File: config.mk
export PLATFORM = sky130hd
export DESIGN_NAME = mi3_merge
export DESIGN_NICKNAME = d
export VERILOG_FILES = /design/src/mi3_pkg.sv /design/src/mi3_merge.sv
export SDC_FILE = /design/constraint.sdc
export NUM_CORES = 1
export LEC_CHECK = 0
export BUFFER_PORTS_ARGS = -buffer_cell sky130_fd_sc_hd__buf_2
export CAP_MARGIN = 0
export CORE_ASPECT_RATIO = 0.6
export CORE_MARGIN = 2
export CORE_UTILIZATION = 26
export DETAILED_ROUTE_END_ITERATION = 6
export SLEW_MARGIN = 10
export SYNTH_ARGS = -nofsm -noshare
export SYNTH_HDL_FRONTEND = slang
export SYNTH_SLANG_ARGS = --single-unit
export TNS_END_PERCENT = 50
File: constraint.sdc
create_clock -name clk -period 33.2 [get_ports clk]
set_input_delay 6.64 -clock clk [delete_from_list [all_inputs] [get_ports clk]]
set_output_delay 6.64 -clock clk [all_outputs]
set_load 0.01 [all_outputs]
File: src/mi3_pkg.sv
// Shared types and constants for the 3x3 fixed-point matrix inverse.
// No dependencies.
`timescale 1ns / 1ps

package mi3_pkg;

  localparam int FRAC_BITS_DEF = 16;
  localparam int XW            = 32;   // element width
  localparam int PW            = 64;   // 2x2 product width
  localparam int CFW           = 65;   // signed cofactor width
  localparam int MW            = 64;   // cofactor magnitude width
  localparam int DW            = 96;   // determinant magnitude width
  localparam int DETW          = 98;   // signed determinant width
  localparam int NSTEP         = 32;   // quotient bits, one per stage
  localparam int NFRONT        = 6;    // cofactor and determinant stages
  localparam int NELEM         = 9;

  // Element indices {a, b, c, d} of cofactor k = A[a]*A[b] - A[c]*A[d].
  localparam int unsigned COF_IDX [NELEM][4] = '{
    '{4, 8, 5, 7}, '{2, 7, 1, 8}, '{1, 5, 2, 4},
    '{5, 6, 3, 8}, '{0, 8, 2, 6}, '{2, 3, 0, 5},
    '{3, 7, 4, 6}, '{1, 6, 0, 7}, '{0, 4, 1, 3}
  };

  typedef struct packed {
    logic [NSTEP-1:0] q;
    logic             ovf;
    logic             neg;
  } lane_res_t;

endpackage

File: src/mi3_merge.sv
// Output stage: saturate and sign the nine quotients, merge flags, hold the result.
// Depends on mi3_pkg.
`timescale 1ns / 1ps

module mi3_merge (
  input  logic                          clk,
  input  logic                          rst,
  input  logic                          in_valid,
  input  mi3_pkg::lane_res_t            res [mi3_pkg::NELEM],
  input  logic                          sing,
  input  logic                          out_ready,
  output logic                          out_valid,
  output logic                          free_in,
  output logic [mi3_pkg::XW-1:0]        data [mi3_pkg::NELEM],
  output logic                          singular,
  output logic                          saturated
);

  localparam logic [mi3_pkg::XW-1:0] LIM_POS = {1'b0, {(mi3_pkg::XW-1){1'b1}}};
  localparam logic [mi3_pkg::XW-1:0] LIM_NEG = {1'b1, {(mi3_pkg::XW-1){1'b0}}};

  logic [mi3_pkg::XW-1:0] data_next [mi3_pkg::NELEM];
  logic                   sat_next;

  assign free_in = !out_valid || out_ready;

  always_comb begin
    logic [mi3_pkg::XW-1:0] lim;
    logic [mi3_pkg::XW-1:0] mag;
    logic                   sk;
    sat_next = 1'b0;
    for (int k = 0; k < mi3_pkg::NELEM; k++) begin
      lim = res[k].neg ? LIM_NEG : LIM_POS;
      sk  = res[k].ovf || (res[k].q > lim);
      mag = sk ? lim : res[k].q;
      data_next[k] = sing ? '0 : (res[k].neg ? (~mag + 1'b1) : mag);
      sat_next = sat_next | sk;
    end
    if (sing) sat_next = 1'b0;
  end

  always_ff @(posedge clk) begin
    if (rst) begin
      out_valid <= 1'b0;
    end else if (free_in) begin
      out_valid <= in_valid;
    end
    if (free_in) begin
      data      <= data_next;
      singular  <= sing;
      saturated <= sat_next;
    end
  end

endmodule

* Word level (Yosys, flattened, before mapping)
Index checks and enable logic that the tools add are counted.
** Operators by class
- Reductions and logical operators :: 11
- Order comparisons :: 9
- Bitwise gates (word level) :: 17
- Multiplexer cells :: 27
- $add $sub $neg :: 9
** Operator list (count)
- 2-to-1 mux 32 bit :: 27
- adder 32 x 1 -> 32 bit (second input constant) :: 9
- > comparator 32 bit :: 9
- NOT 32 bit :: 9
- logical OR 1 bit :: 10
- OR 1 bit :: 8
- zero test 1 bit :: 1
** Storage, ports and cells
- Register bits :: 291
- Output and inout bits :: 292
- Word-level logic and storage cells :: 85
- Bits of input ports :: 311

* Logic depth before layout (Yosys ltp)
Gate-level depths: netlist of the first run.
- Depth in word-level cells :: 11
- Depth in mapped cells :: 24
- Mapped depth without buffers :: 18

* Worst setup path after synthesis of the first run
Ideal clock, no wire load.
- Path kind :: input -> output
- Start :: input port out_ready
- End :: output port free_in
- Slack :: 12900 ps
- Required time :: 26560 ps
- Data arrival time :: 13660 ps
- Path buffers :: 0
- Stages on the path :: 1
- Cell sequence :: nand2b_1
** Between the ends
- Word-level cells in the longest chain between the ends :: 1
** Ends and longest elaborated chain
- start, declared :: line mi3_merge.sv:11 : input logic out_ready,
- logical OR 1 bit :: line mi3_merge.sv:25 : assign free_in = !out_valid || out_ready;
- end, declared :: line mi3_merge.sv:13 : output logic free_in,
No other way between the ends.

* Worst setup path in the final report of the first run
Ends and elaborated chain as after synthesis.

==> results of run 1 <==
[worst max-delay path: cells and delay by family]
family / cells / cell delay (ns)
and+or+nand+nor: 1 / 0.23
buffers and inverters: 2 / 0.29
[sequential cells by signal (all words and copies together), names as in the netlist]
name / count
saturated: 1
data: 288
out_valid: 1
singular: 1
[worst paths after layout]
path,depth (start not counted),end,start
setup reg to reg,5,data[56],out_valid
setup / recovery,3,free_in,out_ready
hold reg to reg,2,saturated,out_valid
hold / removal,2,saturated,out_valid
[per-stage QoR]
| stage | utilization, % | setup WS (ns) | std cells | instance area [sq um] | hold WS (ns) |
|---|---|---|---|---|---|
| floorplan | - | 12.90 | 3084 | 26400 | 6.48 |
| global placement | 30.6 | 19.33 | 4890 | 30800 | 1.20 |
| detailed placement | 30.6 | 19.33 | 4890 | 30800 | 1.22 |
| CTS | 31.8 | 19.32 | 4954 | 32000 | 1.21 |
| global route | 31.9 | 19.33 | 4973 | 32100 | 1.22 |
| finish | 31.9 | 19.38 | 4981 | 32100 | 1.10 |
[power breakdown]
| group | switching [W] | total, W | internal, W |
|---|---|---|---|
| sequential | 0.0000130 | 0.000462 | 0.000449 |
| clock | 0.000183 | 0.000438 | 0.000256 |
| combinational | 0.000213 | 0.000334 | 0.000121 |
[cell families after synthesis]
group | after synthesis
AO/OA/AOI/OAI | 947
XOR/XNOR | 24
adder cells (fa/ha/maj) | 297
buffers and inverters | 211
flip-flops | 291
multiplexers | 84
AND/OR/NAND/NOR | 1230
[metal layers]
layer  up-vias  part of all wire, %
li1      13000                    -
met1     12700                   46
met2      1027                   43
met3       165                  8.0
met4        20                  3.6
met5         -                 0.13
[synth_stat cells (all sizes together), types with 15 or more instances]
| master | instances |
|---|---|
| or4 | 26 |
| o21a | 29 |
| edfxtp | 290 |
| a21oi | 311 |
| o21ai | 252 |
| mux2i | 55 |
| nand3 | 72 |
| nand4 | 72 |
| nor3 | 178 |
| o311ai | 15 |
| xnor2 | 16 |
| o22a | 40 |
| or3 | 65 |
| mux2 | 29 |
| nand2b | 35 |
| a221oi | 36 |
| nor2 | 334 |
| a211oi | 86 |
| a21o | 33 |
| nor4 | 67 |
| a31oi | 19 |
| clkbuf | 159 |
| ha | 297 |
| or2 | 45 |
| inv | 38 |
| o211ai | 21 |
| nand2 | 262 |
[area by class of cell]
class | instances | area (sq um) | share of cell area (%)
multi-input combinational | 2582 | 16900 | 52.8
sequential | 291 | 8730 | 27.2
timing repair buffer | 639 | 3300 | 10.3
tap | 1334 | 1670 | 5.20
clock buffer | 44 | 973 | 3.03
clock inverter | 20 | 259 | 0.807
inverter | 44 | 165 | 0.515
antenna | 27 | 67.6 | 0.211
==> qor.yml, run 1 <==
yosys:
  syn_avg_cell_area_sq_um: 8.55
  synth_xor_area_share_pct: 0.797
  yosysWarnings: 0
  synthSimpleGateAreaFrac_pct: 23.2
  synth_area_leader_cell: "edfxtp_1"
  synth_area_leaders: "edfxtp_1 33%, ha_1 14%, a21oi_1 5.9%"
  ys_types: 85
  synth.yosys.seq_area_share_pct: 33.1
  ys_seq_elements: 291
  synth_top_family_by_area: "simple AND/OR/NAND/NOR gates"
  synth_compound_area_share_pct: 22.5
  synthMuxAreaShare_pct: 3.32
  async_flop_share_pct: 0
  synth_fa_ha_area_share_pct: 14.1
  syn-cell-area_sq_um: 26400
  synth_edf_count: 290
  syn_inst: 3084
  synth_top_area_share_pct: 33.0
  synth_nets: 3692
  synth_ff_type: "edfxtp_1"
cells_and_area:
  drive_gt1_share_pct: 22.4
  final_net_count: 4203
  final_common_cell: "buf_2"
  final_cell_mix: "601 x buf_2, 333 x nor2_1, 310 x a21oi_1"
  syn_to_final_growth_pct: 21.7
  fillers: 10600
timing:
  finalHoldViolCount: 0
  rsz0062_at_grt: "false"
  slew_violations: 0
  slew_headroom_pct: 15.9
  fin_crit_ns: 13.82
  skew_ns: 0.0277
  finalSetupTns_ns: 0
  setup_viol: 0
  fmax_mhz: 72.4
  finalCritPeriodShare_pct: 41.6
  worst_pin_slew_ns: 1.24
floorplan:
  fp.dieW_microns: 415
  rows: 90
  core_area_sq_um: 101000
  ios: 603
  die_y_microns: 251
  start_util_pct: 26.2
  dieArea_sq_um: 104000
global_routing:
  grt_start_max_net_pins: 80
  grt_use_met2_pct: 26.7
  track_usage_pct: 18.2
  grt_busiest_layer: "met2"
  antenna_found_initial: 40
  grt_overflow: 0
  use_met3_pct: 4.45
  gr-usage-met1_pct: 25.6
  grt_pass1_wl_microns: 150000
  grt_pass1_vias: 24200
routing:
  first_iter_violations: 2364
  drt.antenna.violating_nets: 0
  vias_per_cell: 5.41
  drc_errors: 0
  num_vias: 27000
  post_drt_wl_per_cell_microns: 20.1
  drt_wl_total_microns: 100000
  dr.pass1.iters: 5
clock_tree:
  ctsHoldBuffers: 0
  ctsRootBufferMaster: "clkbuf_16"
  clockBufferDepth: 3
  cts.htree.levels: 2
  postCtsSetupRepairBufs: 0
  cts_made_buffers: 37
  post_cts_resized: 0
  clock_latency_ns: 0.57
  clock-sinks: 291
  cts_tree: "built"
  clk_pin_slew_ns: 0.06
power_and_ir_drop:
  irDropWorstVdd_uv: 27.5
  fin_total_pwr_w: 0.00123
  leakage_nw: 13.0
  cellPowerDensity_nw_per_um2: 38.5
critical_path:
  cp_slowest_stage_delay_ns: 0.23
  endpoint_kind: "primary output"
  required_ns: 26.56
  path_max_fanout: 2
  cp-start-kind: "primary input"
  r2r_setup_slack_ns: 29.96
  path_class: "in -> out"
  worst_path_max_delay_cell: "nand2b_4"
  cp_cell_sequence: "buf_2 -> nand2b_4 -> buf_2"
  arrival_ns: 7.18
  cp_common_cell: "buf_2"
run:
  cap_violations: 0
place:
  io_buffers: 602
  dp_hpwl_microns: 74800
  gp_congestion: 0.928
hold_path:
  min_path_type: "reg -> reg"
outcome:
  status: "complete, no violations"
No activity file was read; power rests on OpenSTA's default activity.
==> inputs of run 2 (changes only) <==
Clock period 33.2 ns to 12.31 ns, I/O delays scaled along.
==> run 2 against run 1 <==
Flip-flop and latch count unchanged. Critical path depth increased by 15. Wire length increased by 0.72%. Final cell count decreased by 0.18%. Largest cell class unchanged. Clock power increased to 2.6 times the previous value. Cell area decreased by 0.16%.
==> qor.yml, run 2 (synthesis results as in run 1) <==
cells_and_area:
  largest_reg_flops: 288  # unchanged
  drive_gt1_share_pct: 22.4  # about the same
  final_cell_mix: "601 x buf_2, 333 x nor2_1, 310 x a21oi_1"  # unchanged
  fillers: 10600  # about the same
  final_net_count: 4198  # was 4203
  final_util_pct: 31.9  # about the same
  regMostFlops: "data"  # unchanged
  instances_no_fill: 4972  # was 4981
  final_common_cell: "buf_2"  # unchanged
  syn_to_final_growth_pct: 21.5  # was 21.7%
place:
  io_buffers: 602  # unchanged
  dp_cells: 4885  # was 4890
  dp_hpwl_microns: 75300  # was 74800 microns
  gp_congestion: 0.933  # was 0.928
power_and_ir_drop:
  fin_total_pwr_w: 0.00331  # was 0.00123 W
  irDropWorstVdd_uv: 69.4  # was 27.5 uV
  leakage_nw: 12.9  # was 13.0 nW
  cellPowerDensity_nw_per_um2: 103  # was 38.5 nW/um^2
critical_path:
  path_class: "in -> reg"  # was in -> out
  required_ns: 12.69  # was 26.56 ns
  endpoint_kind: "flip-flop"  # was primary output
  cp-start-kind: "primary input"  # unchanged
  path_max_fanout: 72  # was 2
  r2r_start: "out_valid"  # unchanged
  crit_start: "res[34]"  # was out_ready
  arrival_ns: 8.73  # was 7.18 ns
clock_tree:
  clockBufferDepth: 3  # unchanged
  ctsHoldBuffers: 0  # unchanged
  clock_latency_ns: 0.57  # about the same
  cts_tree: "built"  # unchanged
  ctsRootBufferMaster: "clkbuf_16"  # unchanged
  cts_made_buffers: 37  # unchanged
  postCtsSetupRepairBufs: 0  # unchanged
  cts.htree.levels: 2  # unchanged
  clk_pin_slew_ns: 0.06  # about the same
  clock-sinks: 291  # unchanged
  post_cts_resized: 0  # unchanged
timing:
  finalCritPeriodShare_pct: 67.9
  fin_crit_ns: 8.35
  slew_headroom_pct: 22.2  # was 15.9%
  worst_pin_slew_ns: 1.15  # was 1.24 ns
  finalHoldViolCount: 0  # unchanged
  finalSetupTns_ns: 0  # unchanged
  setup_viol: 0  # unchanged
  slew_violations: 0  # unchanged
  fmax_mhz: 120
  rsz0062_at_grt: "false"  # unchanged
  whs_ns: 1.00  # was 1.10 ns
  skew_ns: 0.0208  # was 0.0277 ns
floorplan:
  rows: 90  # unchanged
  dieArea_sq_um: 104000  # unchanged
  core_area_sq_um: 101000  # unchanged
  die_y_microns: 251  # unchanged
  start_util_pct: 26.2  # unchanged
  fp.dieW_microns: 415  # unchanged
  ios: 603  # unchanged
global_routing:
  grt_pass1_vias: 23700  # was 24200
  track_usage_pct: 18.3  # was 18.2%
  grt_start_max_net_pins: 133  # was 80
  grt_overflow: 0  # unchanged
  grt_pass1_wl_microns: 150000  # about the same
  antenna_found_initial: 37  # was 40
hold_path:
  hold_start: "out_valid"  # unchanged
  min_path_type: "reg -> reg"  # unchanged
routing:
  drc_errors: 0  # unchanged
  first_iter_violations: 2603  # was 2364
  dr.pass1.iters: 6  # was 5
  post_drt_wl_per_cell_microns: 20.3  # was 20.1 microns
  drt.antenna.violating_nets: 0  # unchanged
  vias_per_cell: 5.41  # about the same
  drt_wl_total_microns: 101000  # was 100000 microns
  num_vias: 26900  # was 27000
run:
  cap_violations: 0  # unchanged
outcome:
  status: "complete, no violations"  # unchanged
run 2: area by class of cell:
type	count	area (sq um)	share of cell area, %
repair buffers	634	3290	10.3
well taps	1334	1670	5.21
clock inverters	25	269	0.839
flip-flops and latches	291	8730	27.2
diodes	21	52.6	0.164
inverters	44	165	0.515
multi-input cells	2582	16900	52.8
clock buffers	41	941	2.94
run 2: worst max-delay path, stage by stage:
cell	delay [ns]
buf_2	0.08
buf_4	0.58
clkinv_1	0.88
ha_1	0.61
nand4_1	0.14
nor4_1	0.35
nand2b_1	0.15
o22ai_4	0.60
buf_4	0.46
nand2_1	0.12
o21ai_0	0.18
ha_1	0.33
nand3_1	0.32
or4b_2	0.75
nor3_1	0.20
xnor2_1	0.14
o21ai_0	0.08
a211oi_1	0.25
run 2: per-stage QoR:
stage | setup WS [ns] | instance area [sq um]
2_1_floorplan | 0.366 | 26400
3_3_place_gp | 3.48 | 30800
3_5_place_dp | 3.36 | 30800
4_1_cts | 3.96 | 32000
5_1_grt | 3.29 | 32000
6_report | 3.96 | 32000
run 2: metal layers:
layer / up-vias / global-route usage [%] / wire length, microns
met5: - / 0 / 122
li1: 13000 / - / -
met1: 12600 / 25.8 / 45800
met3: 144 / 4.83 / 8630
met2: 1083 / 27.7 / 44000
met4: 20 / 4.46 / 2320
run 2: final timing paths:
kind / end / slack [ns] / depth (start not counted)
setup / recovery: data[60] / 3.96 / 18
hold / removal: data[124] / 1.00 / 2
setup reg to reg: data[52] / 9.71 / 4
hold reg to reg: data[124] / 1.00 / 2
run 2: where the power goes:
group | internal, W | switching (W) | total (W) | leakage (nW)
sequential | 0.00121 | 0.0000356 | 0.00125 | 3.18
clock | 0.000660 | 0.000494 | 0.00115 | 0.587
combinational | 0.000326 | 0.000578 | 0.000904 | 9.18
